===== src/design/itap_pkg.sv =====
`timescale 1ns / 1ps
`default_nettype none

package itap_pkg;

  // Stream payload layout
  localparam int VALUE_W     = 64;
  localparam int FUNC_W      = 3;
  localparam int WIDTH_W     = 6;
  localparam int PREC_W      = 7;
  localparam int CH_W        = 8;
  localparam int IN_TDATA_W  = 88;
  localparam int IN_TUSER_W  = 4;
  localparam int OUT_TDATA_W = 8;

  localparam int DEF_MAX_FIELD  = 62;
  localparam int DEF_VALUE_BITS = 64;

  typedef enum logic [FUNC_W-1:0] {
    FN_SDEC = 3'd0,
    FN_UDEC = 3'd1,
    FN_HEXL = 3'd2,
    FN_HEXU = 3'd3,
    FN_PTR  = 3'd4
  } itap_func_e;

  localparam logic [CH_W-1:0] CH_SPACE   = 8'h20;
  localparam logic [CH_W-1:0] CH_PLUS    = 8'h2b;
  localparam logic [CH_W-1:0] CH_MINUS   = 8'h2d;
  localparam logic [CH_W-1:0] CH_ZERO    = 8'h30;
  localparam logic [CH_W-1:0] CH_X       = 8'h78;
  localparam logic [CH_W-1:0] CH_LOWER_A = 8'h61;
  localparam logic [CH_W-1:0] CH_UPPER_A = 8'h41;

  // Control shared by every cell of the BCD row
  typedef struct packed {
    logic clear;
    logic shift;
  } itap_row_ctrl_t;

endpackage

`default_nettype wire


===== src/design/integer_to_padded_ascii.sv =====
`timescale 1ns / 1ps
`default_nettype none

// Channel   Dir  Signals                        Contents
// s_axis    in   tvalid tready tdata tuser      one conversion request
// m_axis    out  tvalid tready tdata tlast      one character, tlast on the final one
//
// One request at a time. Decimal: BCD conversion in the cell row (one bit
// shifted per cycle), a sizing step, then one character per cycle while the
// output is not stalled. Hex and pointer skip the row and go straight to
// sizing. Undefined function codes are taken and dropped.
// Reset is asynchronous, active low. A stalled output holds the generator.
module integer_to_padded_ascii #(
  parameter int MAX_FIELD  = itap_pkg::DEF_MAX_FIELD,
  parameter int VALUE_BITS = itap_pkg::DEF_VALUE_BITS
) (
  input  logic                             clk_i,
  input  logic                             rst_ni,
  input  logic                             s_axis_tvalid,
  output logic                             s_axis_tready,
  // value[63:0], plus_sign[64], space_sign[65], zero_pad[66], flag_prefix[67],
  // field_width[73:68], min_digits[80:74], zero fill above
  input  logic [itap_pkg::IN_TDATA_W-1:0]  s_axis_tdata,
  // func[2:0], wide[3]
  input  logic [itap_pkg::IN_TUSER_W-1:0]  s_axis_tuser,
  output logic                             m_axis_tvalid,
  input  logic                             m_axis_tready,
  // ch[7:0]
  output logic [itap_pkg::OUT_TDATA_W-1:0] m_axis_tdata,
  output logic                             m_axis_tlast
);

  import itap_pkg::*;

  localparam int NDIG  = (VALUE_BITS * 301) / 1000 + 1;
  localparam int NHEX  = (VALUE_BITS + 3) / 4;
  localparam int HEX_W = NHEX * 4;
  localparam int CNT_W = $clog2(MAX_FIELD + 1);
  localparam int ND_W  = $clog2(NDIG + 1);
  localparam int DG_W  = $clog2(NDIG);
  localparam int BC_W  = $clog2(VALUE_BITS);

  typedef enum logic [1:0] {
    S_IDLE,
    S_CONV,
    S_SIZE,
    S_EMIT
  } state_e;

  state_e                  state_q;
  itap_func_e              func_q;
  logic                    neg_q, fplus_q, fspace_q, fzero_q, fprefix_q, pnone_q;
  logic [CNT_W-1:0]        width_q, precc_q;
  logic [VALUE_BITS-1:0]   sh_q;
  logic [BC_W-1:0]         bcnt_q;
  logic [CNT_W-1:0]        sp_cnt_q, zr_cnt_q;
  logic                    sign_pend_q, pfx0_pend_q, pfxx_pend_q;
  logic [CH_W-1:0]         sign_ch_q;
  logic [DG_W-1:0]         dg_idx_q;
  logic                    m_tvalid_q, m_last_q;
  logic [CH_W-1:0]         m_ch_q;

  // Request unpacking
  logic [VALUE_W-1:0]      value_in;
  itap_func_e              func_in;
  logic                    wide_in;
  logic [WIDTH_W-1:0]      width_in;
  logic [PREC_W-1:0]       prec_in;
  logic                    in_fire, is_dec_in, is_hex_in, use_wide;
  logic [VALUE_BITS-1:0]   mask, vm, val_ld;
  logic                    sbit, neg_in;
  logic [CNT_W-1:0]        width_sat, precc_in;

  assign value_in = s_axis_tdata[63:0];
  assign width_in = s_axis_tdata[73:68];
  assign prec_in  = s_axis_tdata[80:74];
  assign func_in  = itap_func_e'(s_axis_tuser[2:0]);
  assign wide_in  = s_axis_tuser[3];

  assign s_axis_tready = (state_q == S_IDLE);
  assign in_fire       = s_axis_tvalid && s_axis_tready;
  assign is_dec_in     = (func_in == FN_SDEC) || (func_in == FN_UDEC);
  assign is_hex_in     = (func_in == FN_HEXL) || (func_in == FN_HEXU) || (func_in == FN_PTR);
  assign use_wide      = wide_in || (func_in == FN_PTR);
  assign mask          = use_wide ? {VALUE_BITS{1'b1}} : VALUE_BITS'(32'hffff_ffff);
  assign vm            = value_in[VALUE_BITS-1:0] & mask;
  assign sbit          = use_wide ? vm[VALUE_BITS-1] : vm[31];
  assign neg_in        = (func_in == FN_SDEC) && sbit;
  assign val_ld        = neg_in ? ((~vm + VALUE_BITS'(1)) & mask) : vm;

  assign width_sat = (width_in > WIDTH_W'(MAX_FIELD)) ? CNT_W'(MAX_FIELD) : CNT_W'(width_in);
  assign precc_in  = prec_in[PREC_W-1] ? '0 :
                     (prec_in[5:0] > 6'(MAX_FIELD)) ? CNT_W'(MAX_FIELD) : CNT_W'(prec_in[5:0]);

  // BCD cell row
  itap_row_ctrl_t          row_ctrl;
  logic [NDIG*4-1:0]       bcd_flat;
  logic                    row_ovf;

  assign row_ctrl.clear = in_fire;
  assign row_ctrl.shift = (state_q == S_CONV);

  itap_bcd_row #(
    .NDIG (NDIG)
  ) u_row (
    .clk_i    (clk_i),
    .rst_ni   (rst_ni),
    .ctrl_i   (row_ctrl),
    .bit_i    (sh_q[VALUE_BITS-1]),
    .digits_o (bcd_flat),
    .ovf_o    (row_ovf)
  );

  // Digit source: BCD row for decimal, nibbles of the held value for hex
  logic                    is_dec;
  logic [HEX_W-1:0]        hexv;
  logic [3:0]              src [NDIG];
  logic [ND_W-1:0]         nd;

  assign is_dec = (func_q == FN_SDEC) || (func_q == FN_UDEC);
  assign hexv   = HEX_W'(sh_q);

  for (genvar k = 0; k < NDIG; k++) begin : g_src
    if (k < NHEX) begin : g_both
      assign src[k] = is_dec ? bcd_flat[k*4 +: 4] : hexv[k*4 +: 4];
    end else begin : g_dec
      assign src[k] = is_dec ? bcd_flat[k*4 +: 4] : 4'd0;
    end
  end

  always_comb begin
    nd = ND_W'(1);
    for (int k = 0; k < NDIG; k++) begin
      if (src[k] != 4'd0) begin
        nd = ND_W'(k + 1);
      end
    end
  end

  // Padding split
  function automatic logic signed [7:0] clamp0(input logic signed [7:0] a);
    return (a < 0) ? 8'sd0 : a;
  endfunction

  logic                    has_sign, has_pfx;
  logic [CH_W-1:0]         sign_ch;
  logic signed [7:0]       nd_s, w_s, p_s, len_s, mw_s, pad_s, sp_s;

  assign has_sign = is_dec && (neg_q || fplus_q || fspace_q);
  assign has_pfx  = !is_dec && (fprefix_q || (func_q == FN_PTR));
  assign sign_ch  = neg_q ? CH_MINUS : (fplus_q ? CH_PLUS : CH_SPACE);

  always_comb begin
    nd_s  = $signed(8'(nd));
    w_s   = $signed(8'(width_q));
    p_s   = $signed(8'(precc_q));
    len_s = nd_s + $signed(8'(has_sign));
    mw_s  = (p_s > w_s) ? p_s : w_s;
    if (is_dec) begin
      pad_s = clamp0(w_s - len_s);
      sp_s  = clamp0(pad_s - clamp0(p_s - len_s));
      if (fzero_q && pnone_q) begin
        sp_s = 8'sd0;
      end
    end else begin
      pad_s = clamp0(mw_s - nd_s);
      if (has_pfx) begin
        pad_s = clamp0(pad_s - 8'sd2);
      end
      if (!pnone_q) begin
        sp_s = clamp0(pad_s - clamp0(p_s - nd_s));
      end else begin
        sp_s = fzero_q ? 8'sd0 : pad_s;
      end
    end
  end

  // Character generator
  logic                    emit_go, emit_last, emit_digit;
  logic [3:0]              dval;
  logic [CH_W-1:0]         dig_ch, emit_ch;

  assign emit_go = (state_q == S_EMIT) && (!m_tvalid_q || m_axis_tready);
  assign dval    = src[dg_idx_q];
  assign dig_ch  = (is_dec || dval < 4'd10) ? (CH_ZERO + CH_W'(dval)) :
                   (((func_q == FN_HEXU) ? CH_UPPER_A : CH_LOWER_A) + CH_W'(dval) - 8'd10);

  always_comb begin
    emit_digit = 1'b0;
    priority if (sp_cnt_q != '0) begin
      emit_ch = CH_SPACE;
    end else if (sign_pend_q) begin
      emit_ch = sign_ch_q;
    end else if (pfx0_pend_q) begin
      emit_ch = CH_ZERO;
    end else if (pfxx_pend_q) begin
      emit_ch = CH_X;
    end else if (zr_cnt_q != '0) begin
      emit_ch = CH_ZERO;
    end else begin
      emit_ch    = dig_ch;
      emit_digit = 1'b1;
    end
  end

  assign emit_last = emit_digit && (dg_idx_q == '0);

  always_ff @(posedge clk_i or negedge rst_ni) begin
    if (!rst_ni) begin
      state_q     <= S_IDLE;
      func_q      <= FN_SDEC;
      neg_q       <= 1'b0;
      fplus_q     <= 1'b0;
      fspace_q    <= 1'b0;
      fzero_q     <= 1'b0;
      fprefix_q   <= 1'b0;
      pnone_q     <= 1'b0;
      width_q     <= '0;
      precc_q     <= '0;
      sh_q        <= '0;
      bcnt_q      <= '0;
      sp_cnt_q    <= '0;
      zr_cnt_q    <= '0;
      sign_pend_q <= 1'b0;
      pfx0_pend_q <= 1'b0;
      pfxx_pend_q <= 1'b0;
      sign_ch_q   <= '0;
      dg_idx_q    <= '0;
      m_tvalid_q  <= 1'b0;
      m_last_q    <= 1'b0;
      m_ch_q      <= '0;
    end else begin
      if (m_tvalid_q && m_axis_tready && !emit_go) begin
        m_tvalid_q <= 1'b0;
      end
      unique case (state_q)
        S_IDLE: begin
          if (in_fire) begin
            func_q    <= func_in;
            neg_q     <= neg_in;
            fplus_q   <= s_axis_tdata[64];
            fspace_q  <= s_axis_tdata[65];
            fzero_q   <= s_axis_tdata[66];
            fprefix_q <= s_axis_tdata[67];
            pnone_q   <= (prec_in == {PREC_W{1'b1}});
            width_q   <= width_sat;
            precc_q   <= precc_in;
            sh_q      <= val_ld;
            bcnt_q    <= BC_W'(VALUE_BITS - 1);
            // undefined codes: take the transfer and drop it
            if (is_dec_in) begin
              state_q <= S_CONV;
            end else if (is_hex_in) begin
              state_q <= S_SIZE;
            end
          end
        end
        S_CONV: begin
          sh_q <= sh_q << 1;
          if (bcnt_q == '0) begin
            state_q <= S_SIZE;
          end else begin
            bcnt_q <= bcnt_q - BC_W'(1);
          end
        end
        S_SIZE: begin
          sp_cnt_q    <= CNT_W'(sp_s);
          zr_cnt_q    <= CNT_W'(pad_s - sp_s);
          sign_pend_q <= has_sign;
          sign_ch_q   <= sign_ch;
          pfx0_pend_q <= has_pfx;
          pfxx_pend_q <= has_pfx;
          dg_idx_q    <= DG_W'(nd - ND_W'(1));
          state_q     <= S_EMIT;
        end
        S_EMIT: begin
          if (emit_go) begin
            m_tvalid_q <= 1'b1;
            m_ch_q     <= emit_ch;
            m_last_q   <= emit_last;
            priority if (sp_cnt_q != '0) begin
              sp_cnt_q <= sp_cnt_q - CNT_W'(1);
            end else if (sign_pend_q) begin
              sign_pend_q <= 1'b0;
            end else if (pfx0_pend_q) begin
              pfx0_pend_q <= 1'b0;
            end else if (pfxx_pend_q) begin
              pfxx_pend_q <= 1'b0;
            end else if (zr_cnt_q != '0) begin
              zr_cnt_q <= zr_cnt_q - CNT_W'(1);
            end else if (dg_idx_q != '0) begin
              dg_idx_q <= dg_idx_q - DG_W'(1);
            end else begin
              state_q <= S_IDLE;
            end
          end
        end
      endcase
    end
  end

  assign m_axis_tvalid = m_tvalid_q;
  assign m_axis_tdata  = m_ch_q;
  assign m_axis_tlast  = m_last_q;

  // The row must hold every decimal digit of the widest value
  a_row_no_ovf: assert property (@(posedge clk_i) disable iff (!rst_ni)
    (state_q == S_CONV) |-> !row_ovf)
    else $error("BCD row overflow during conversion");

  a_conv_dec_only: assert property (@(posedge clk_i) disable iff (!rst_ni)
    (state_q == S_CONV) |-> ((func_q == FN_SDEC) || (func_q == FN_UDEC)))
    else $error("conversion run for a non-decimal request");

  a_last_ends: assert property (@(posedge clk_i) disable iff (!rst_ni)
    (emit_go && emit_last) |=> (state_q == S_IDLE))
    else $error("generator did not return to idle after the final character");

  a_idle_counts: assert property (@(posedge clk_i) disable iff (!rst_ni)
    (state_q == S_IDLE) |-> ((sp_cnt_q == '0) && (zr_cnt_q == '0) && !sign_pend_q))
    else $error("padding left over when idle");

endmodule

`default_nettype wire


===== src/design/itap_bcd_cell.sv =====
`timescale 1ns / 1ps
`default_nettype none

module itap_bcd_cell (
  input  logic                   clk_i,
  input  logic                   rst_ni,
  input  itap_pkg::itap_row_ctrl_t ctrl_i,
  input  logic                   carry_i,
  output logic                   carry_o,
  output logic [3:0]             digit_o
);

  logic [3:0] digit_q;
  logic [3:0] adj;

  // add three before the shift so the doubled digit carries at ten
  assign adj     = (digit_q >= 4'd5) ? (digit_q + 4'd3) : digit_q;
  assign carry_o = adj[3];
  assign digit_o = digit_q;

  always_ff @(posedge clk_i or negedge rst_ni) begin
    if (!rst_ni) begin
      digit_q <= 4'd0;
    end else if (ctrl_i.clear) begin
      digit_q <= 4'd0;
    end else if (ctrl_i.shift) begin
      digit_q <= {adj[2:0], carry_i};
    end
  end

endmodule

`default_nettype wire


===== src/design/itap_bcd_row.sv =====
`timescale 1ns / 1ps
`default_nettype none

module itap_bcd_row #(
  parameter int NDIG = 20
) (
  input  logic                     clk_i,
  input  logic                     rst_ni,
  input  itap_pkg::itap_row_ctrl_t ctrl_i,
  input  logic                     bit_i,
  output logic [NDIG*4-1:0]        digits_o,
  output logic                     ovf_o
);

  logic [NDIG:0] carry;

  assign carry[0] = bit_i;
  assign ovf_o    = carry[NDIG];

  for (genvar k = 0; k < NDIG; k++) begin : g_cell
    itap_bcd_cell u_cell (
      .clk_i   (clk_i),
      .rst_ni  (rst_ni),
      .ctrl_i  (ctrl_i),
      .carry_i (carry[k]),
      .carry_o (carry[k+1]),
      .digit_o (digits_o[k*4 +: 4])
    );
  end

endmodule

`default_nettype wire


===== config.mk =====
export PLATFORM = sky130hd
export DESIGN_NAME = integer_to_padded_ascii
export DESIGN_NICKNAME = d
export VERILOG_FILES = /design/src/design/itap_pkg.sv /design/src/design/integer_to_padded_ascii.sv /design/src/design/itap_bcd_cell.sv /design/src/design/itap_bcd_row.sv
export SDC_FILE = /design/constraint.sdc
export NUM_CORES = 1
export LEC_CHECK = 0
export BUFFER_PORTS_ARGS = -buffer_cell sky130_fd_sc_hd__buf_2
export CAP_MARGIN = 20
export CORE_ASPECT_RATIO = 0.8
export CORE_MARGIN = 2
export CORE_UTILIZATION = 45
export CTS_BUF_LIST = sky130_fd_sc_hd__clkbuf_2 sky130_fd_sc_hd__clkbuf_4 sky130_fd_sc_hd__clkbuf_8
export DETAILED_ROUTE_END_ITERATION = 7
export PLACE_DENSITY = 0.72
export SYNTH_ARGS = -nofsm -noshare
export SYNTH_HDL_FRONTEND = slang
export SYNTH_SLANG_ARGS = --single-unit

===== constraint.sdc =====
create_clock -name clk_i -period 13.9 [get_ports clk_i]
set_input_delay 2.78 -clock clk_i [delete_from_list [all_inputs] [get_ports clk_i]]
set_output_delay 2.78 -clock clk_i [all_outputs]
set_load 0.02 [all_outputs]

## Yosys cells after proc, flatten, opt, wreduce, memory -nomap -nowiden

Index checks and enable logic that the tools add are counted.

| word-level totals | value |
|---|---|
| output and inout port bits | 11 |
| input port bits | 96 |
| bits in registers | 211 |
| logic and storage cells | 391 |

| cells by class | value |
|---|---|
| mux-type cells | 187 |
| reduce and logical (&&, ||, !) cells | 63 |
| equal/unequal tests | 25 |
| $lt $le $gt $ge | 32 |
| $add $sub $neg | 38 |
| bitwise gates (word level) | 4 |

Operators with widths:

| kind | count |
|---|---|
| 4-bit two-way mux | 83 |
| 64-bit two-way mux | 3 |
| 6-bit two-way mux | 22 |
| 64-bit bitwise AND | 2 |
| 64-bit case mux with 2 select lines | 1 |
| 5-bit two-way mux | 23 |
| 8-bit two-way mux | 13 |
| 4-bit by 3-bit >= comparator with 1-bit output (second input constant) | 20 |
| 4-bit by 2-bit adder with 4-bit output (second input constant) | 19 |
| 4-bit nonzero test | 19 |
| 64-bit by 1-bit adder with 64-bit output (second input constant) | 1 |
| 64-bit inverter | 1 |
| 6-bit case mux with 2 select lines | 3 |
| 7-bit by 1-bit < comparator with 1-bit output (second input constant) | 4 |
| 2-bit two-way mux | 13 |
| 8-bit by 1-bit < comparator with 1-bit output (second input constant) | 3 |
| 4-bit binary-select mux with 5-bit select | 1 |
| 1-bit two-way mux | 18 |
| 6-bit by 1-bit subtractor with 6-bit output (second input constant) | 3 |
| 2-bit inequality test (second input constant) | 8 |
| 8-bit subtractor | 2 |
| 6-bit by 5-bit subtractor with 7-bit output | 2 |
| 6-bit by 6-bit subtractor with 7-bit output | 2 |
| 6-bit greater-than comparator (second input constant) | 2 |
| 41 further kinds | 81 |

## Logic depth before layout (Yosys ltp)

| depth | value |
|---|---|
| depth in word-level cells | 38 |
| gate-level depth with buffers | 43 |
| gate-level depth less buffers | 41 |

## By module

From an unflattened synthesis, not the netlist that was laid out.

| second synthesis, totals | value |
|---|---|
| cell total of the unflattened synthesis | 2014 |
| area total of the unflattened synthesis | 16943.8 µm² |

By module, submodules not included:

| module | cells an instance | area each (µm²) | instances |
|---|---|---|---|
| integer_to_padded_ascii | 1474 | 11713.7 | 1 |
| itap_bcd_cell | 27 | 261.5 | 20 |

## Least setup slack after synthesis

OpenSTA, ideal clock, no wires.

| path | value |
|---|---|
| kind | flip-flop to flip-flop |
| from | reg func_q[1] |
| to | reg zr_cnt_q[4] |
| path slack | 5.853 ns |
| clock period less this slack | 8.047 ns |
| path buffers | 2 |
| cell stages (with the launch flop) | 43 |
| arrival | 7.919 ns |
| path through | dfrtp_1 nor2_2 buf_2 buf_4 mux2i_1 inv_1 o31ai_1 a21oi_1 o31a_1 o22a_1 or2_2 inv_1 ha_1 fa_1 nand2b_2 a21boi_2 or2_2 a21oi_1 [... 7 more ...] nand2_1 inv_1 ha_1 nor2b_1 o21ai_0 a21boi_0 o21a_1 o21ai_0 a31oi_1 a221o_1 ha_1 fa_1 o21ai_0 a21oi_1 xor2_1 nor3_1 a21oi_1 o21ai_0 |

| between the ends | value |
|---|---|
| word-level cells in the longest chain between the ends | 38 |

Ends and longest elaborated chain:

| element | line | RTL |
|---|---|---|
| from (decl) | integer_to_padded_ascii.sv:51 | `itap_func_e func_q;` |
| from (signal assigned) | integer_to_padded_ascii.sv:239 | `func_q <= func_in;` |
| 3-bit by 1-bit equality test with 1-bit output or 3-bit zero test (tied branches) | integer_to_padded_ascii.sv:120 | `assign is_dec = (func_q == FN_SDEC) \|\| (func_q == FN_UDEC);` |
| 1-bit logical OR | integer_to_padded_ascii.sv:120 |  |
| 4-bit two-way mux | integer_to_padded_ascii.sv:125 | `assign src[k] = is_dec ? bcd_flat[k*4 +: 4] : hexv[k*4 +: 4];` |
| 4-bit nonzero test | integer_to_padded_ascii.sv:134 | `if (src[k] != 4'd0) begin` |
| 2-bit two-way mux (2 in a row) | integer_to_padded_ascii.sv:134 |  |
| 3-bit two-way mux | integer_to_padded_ascii.sv:134 |  |
| 5-bit two-way mux (16 in a row) | integer_to_padded_ascii.sv:134 |  |
| 6-bit by 5-bit subtractor with 7-bit output | integer_to_padded_ascii.sv:166 | `pad_s = clamp0(mw_s - nd_s);` |
| [... 6 more ...] | -- |  |
| 8-bit two-way mux | integer_to_padded_ascii.sv:159 | `if (is_dec) begin` |
| 8-bit subtractor | integer_to_padded_ascii.sv:171 | `sp_s = clamp0(pad_s - clamp0(p_s - nd_s));` |
| 8-bit by 1-bit < comparator with 1-bit output | integer_to_padded_ascii.sv:142 | `return (a < 0) ? 8'sd0 : a;` |
| 6-bit two-way mux | integer_to_padded_ascii.sv:142 |  |
| 6-bit two-way mux | integer_to_padded_ascii.sv:170 | `if (!pnone_q) begin` |
| 6-bit two-way mux | integer_to_padded_ascii.sv:159 |  |
| 6-bit subtractor (*) | integer_to_padded_ascii.sv:268 | `zr_cnt_q <= CNT_W'(pad_s - sp_s);` |
| 6-bit case mux with 2 select lines (*) | integer_to_padded_ascii.sv:236 | `unique case (state_q)` |
| to (signal assigned) | integer_to_padded_ascii.sv:268 |  |
| to (signal assigned) | integer_to_padded_ascii.sv:290 | `zr_cnt_q <= zr_cnt_q - CNT_W'(1);` |
| to (decl) | integer_to_padded_ascii.sv:56 | `logic [CNT_W-1:0] sp_cnt_q, zr_cnt_q;` |

Every way passes the cells marked *; elsewhere a longest branch is shown, timed or not. The select of a mux whose other input is x is not followed.
A chain may end at the register's enable or synchronous reset.

## Worst setup path after layout

| path | value |
|---|---|
| from | reg func_q[1] |
| to | reg zr_cnt_q[5] |

Same word-level chain as after synthesis.

==> results list <==
* EDFF count, synth: 0
* Worst path max stage delay: 0.62 ns
- Width of the die: 218 um
* Min-Delay Path Class: flip-flop to flip-flop
* Ys flop type: sky130_fd_sc_hd__dfrtp_1
- Overflow after GRT: 0
- The final layout contains routed wiring with a total length of 44600 um.
- STA classifies the critical path endpoint as a flip-flop.
- Setup repair after global routing left no endpoint under its margin.
- Top area cells in the synthesized netlist: sky130_fd_sc_hd__dfrtp_1, sky130_fd_sc_hd__ha_1, sky130_fd_sc_hd__a21oi_1
- Via-per-instance ratio: 5.94
- After floorplanning, the core was sized to cover 35900 um2.
- Compared with the post-synthesis result, the final layout area differs by 10.4%.
* Total number of clock tree sinks: 206
* Critical path required time: 14.34 ns
- The Yosys step of the flow raised 0 warnings.
- For this design the ratio of total power to cell area is 113 nW/um2.
- Hold buffers post-CTS: 0
- Max-slew violation count: 0
- The first global-routing pass estimated 74100 um of wire.
* Die Y-Extent: 175 um
* Global placer's final weighted congestion: 0.930
* Effective utilization at floorplan: 0.457
- Entering global routing, the biggest net connects 89 pins.
- For the worst setup path, the data arrival time is 9.97 ns.
* Overall die area: 38000 um2
- In the final design database the tool counted 2260 nets.
* Number of standard-cell rows in the floorplan: 62
- Crit path setup slack, layout: 4.37 ns
* Clock H-tree levels: 2
- First-pass iteration count of the detailed router: 6
- Measured against its own limit, the worst slew margin works out to 0.364.
- Via count of the first global-routing pass: 14500
* Worst hold path cell count: 2
- Via count: 15200
- IR drop worst, VDD: 77.0 uV
- Top cell type's share of synthesized area: 0.314
- The final number of hold-violating endpoints came to 0.
* Cell depth of the worst flop-to-flop path: 39
* Post-layout minimum cycle time: 9.53 ns
- The flow ran to the end, and the final reports show no timing, DRC or antenna violations.
- DRC marker count from the first detailed-route iteration: 1271
* Post-synthesis cell type count: 83
- Minimum hold slack: 0.457 ns
- The finished layout holds 2560 standard cells, fillers aside.
- After synthesis, the share of flip-flops with an asynchronous set or reset is 1.00.
* Clock insertion delay at the later pin of the skew report: 0.55 ns
* Worst slack after detailed placement: 4.60 ns
- In this run the deepest clock path goes through 3 buffers.
* Portion of the post-synthesis area used by sequential elements: 0.314
- The largest total area in the synthesized netlist belongs to sky130_fd_sc_hd__dfrtp_1.
- After detailed routing, the average wire length per cell comes to 17.4 um.
* Synthesis-stage register bit count: 206
- Post-CTS setup buffer count: 0
* Fraction of the cycle the final worst path needs: 0.685
- F_max: 105 MHz
* Root buffer cell: sky130_fd_sc_hd__clkbuf_8
* Number of placed I/O pins: 107
- Inserted Diodes: 0
- Total of buffers placed on input and output ports: 98
- Residual DRC count: 0
* Clock slew at the register clock pins of the worst setup and hold paths: 0.06 ns
- Counting the fill cells in the layout gives 3326.
* Max-cap violation count: 0
* Critical Path Start Type: flip-flop
* Gr usage total: 0.237
- Post-detail-place hpwl: 33000 um
* Static power due to leakage: 7.82 nW
- Max Fanout on Critical Path: 47
- TritonCTS built the clock tree.
- Cell area after technology mapping: 16400 um2
- Across the routed clock network, the largest skew measured is 0.0209 ns.
* Final setup fails: 0
- Share of layout cells above drive strength 1: 0.123
- Once placement completed, the tool counted placed cells totaling 2498.
- The detail route stage leaves a number of antenna-violating nets equal to 0.
- A synthesized cell averages 8.23 um2.
- Antenna violations before repair: 0
- At the pin with the least slew margin, the transition time is 0.954 ns.
- Synthesized instance count: 1993
- Power comes to 2.05 mW.
* Critical-path top delay cell: sky130_fd_sc_hd__buf_4
- The setup path with the least slack is of type flip-flop to flip-flop.
- Total CTS buffers: 36
* Post-cts repair resize count: 0
- Post-Route Setup TNS: 0 ns
[Yosys cell counts, drive strengths merged, types with 4 or more instances]
library cell / number
nor3: 55
xor2: 46
o21ai: 183
a21oi: 218
a21boi: 6
a22oi: 4
nand3b: 11
fa: 7
clkbuf: 69
xnor2: 67
a221oi: 15
nor4: 41
nand3: 63
nor2: 237
buf: 21
o31ai: 17
nand2b: 38
nand2: 186
o22ai: 13
a211oi: 16
ha: 100
nor2b: 13
mux2: 6
and3: 13
and2: 9
or3: 16
nand4: 4
dfrtp: 206
a31oi: 18
o21a: 9
nor3b: 11
or2: 5
inv: 109
o41ai: 7
or4: 14
mux2i: 36
a21o: 14
mux4: 44
[cells in the final DEF, fill, tap and decap left out, drive strengths merged, types with 18 or more instances in the layout]
cell type  netlist  final
nor2           237    237
a21oi          218    218
dfrtp          206    206
nand2          186    186
o21ai          183    183
buf             21    114
inv            109    110
ha             100    100
xnor2           67     67
nand3           63     63
nor3            55     55
clkbuf          69     54
xor2            46     46
mux4            44     44
nor4            41     41
nand2b          38     38
mux2i           36     36
a31oi           18     18
[path summary, 6_finish.rpt]
path                               from                                  to  slack (ns)
max in group asynchronous        rst_ni   u_row.g_cell[3].u_cell.digit_o[1]       10.28
setup reg to reg              func_q[1]                         zr_cnt_q[5]        4.37
hold reg to reg            sign_ch_q[5]                        sign_ch_q[5]        0.46
min in group asynchronous        rst_ni  u_row.g_cell[13].u_cell.digit_o[3]        2.22
hold / removal             sign_ch_q[5]                        sign_ch_q[5]        0.46
setup / recovery              func_q[1]                         zr_cnt_q[5]        4.37
[cell type report]
type	count	area [um2]	share of cell area
Sequential cell	206	5150	0.284
Inverter	109	409	0.0226
Multi-Input combinational cell	1589	10500	0.581
Tap cell	480	601	0.0331
Timing Repair Buffer	115	624	0.0344
Clock inverter	8	98.8	0.00545
Clock buffer	53	698	0.0385
[power breakdown]
part | internal (mW) | leakage [nW] | switching [mW]
Combinational | 0.251 | 4.93 | 0.305
Sequential | 0.713 | 2.47 | 0.160
Clock | 0.359 | 0.413 | 0.263
Total | 1.32 | 7.82 | 0.728
[cell families after synthesis]
| group | count (synthesis) | share of synthesized area |
|---|---|---|
| xor+xnor | 113 | 0.0603 |
| fa+ha+maj | 107 | 0.0848 |
| other cells | 2 | 0.000458 |
| flops | 206 | 0.314 |
| mux | 86 | 0.0865 |
| compound gates | 557 | 0.199 |
| simple gates | 723 | 0.209 |
| buf+inv | 199 | 0.0464 |
[state kept, by name, indices dropped and copies added, names as in the netlist, 2 cells and up]
| name | flops |
|---|---|
| u_row.g_cell.u_cell.digit_o | 80 |
| hexv | 64 |
| m_axis_tdata | 7 |
| bcnt_q | 6 |
| precc_q | 6 |
| sp_cnt_q | 6 |
| width_q | 6 |
| zr_cnt_q | 6 |
| dg_idx_q | 5 |
| sign_ch_q | 4 |
| func_q | 3 |
| state_q | 2 |
[layer usage]
metal  GRT usage  vias to the layer above  wire length [um]
met5           0                        -                 0
met4      0.0685                        0              1110
met3      0.0381                       89              3130
met2       0.381                      514             20500
met1       0.329                     7329             19800
li1            -                     7287                 -
[stage by stage]
step	cell area, um2	util
2_1_floorplan	16400	-
3_3_place_gp	17300	0.482
6_report	18100	0.505
4_1_cts	18100	0.504
5_1_grt	18100	0.505
3_5_place_dp	17300	0.482
[critical path: cells and delay by family (launching register included)]
family,cells,cell delay [ns]
flops,1,0.47
buf+inv,4,0.92
simple gates,14,3.39
fa+ha+maj,4,1.15
compound gates,16,3.14
mux,1,0.31
(Power assumes the default switching activity.)
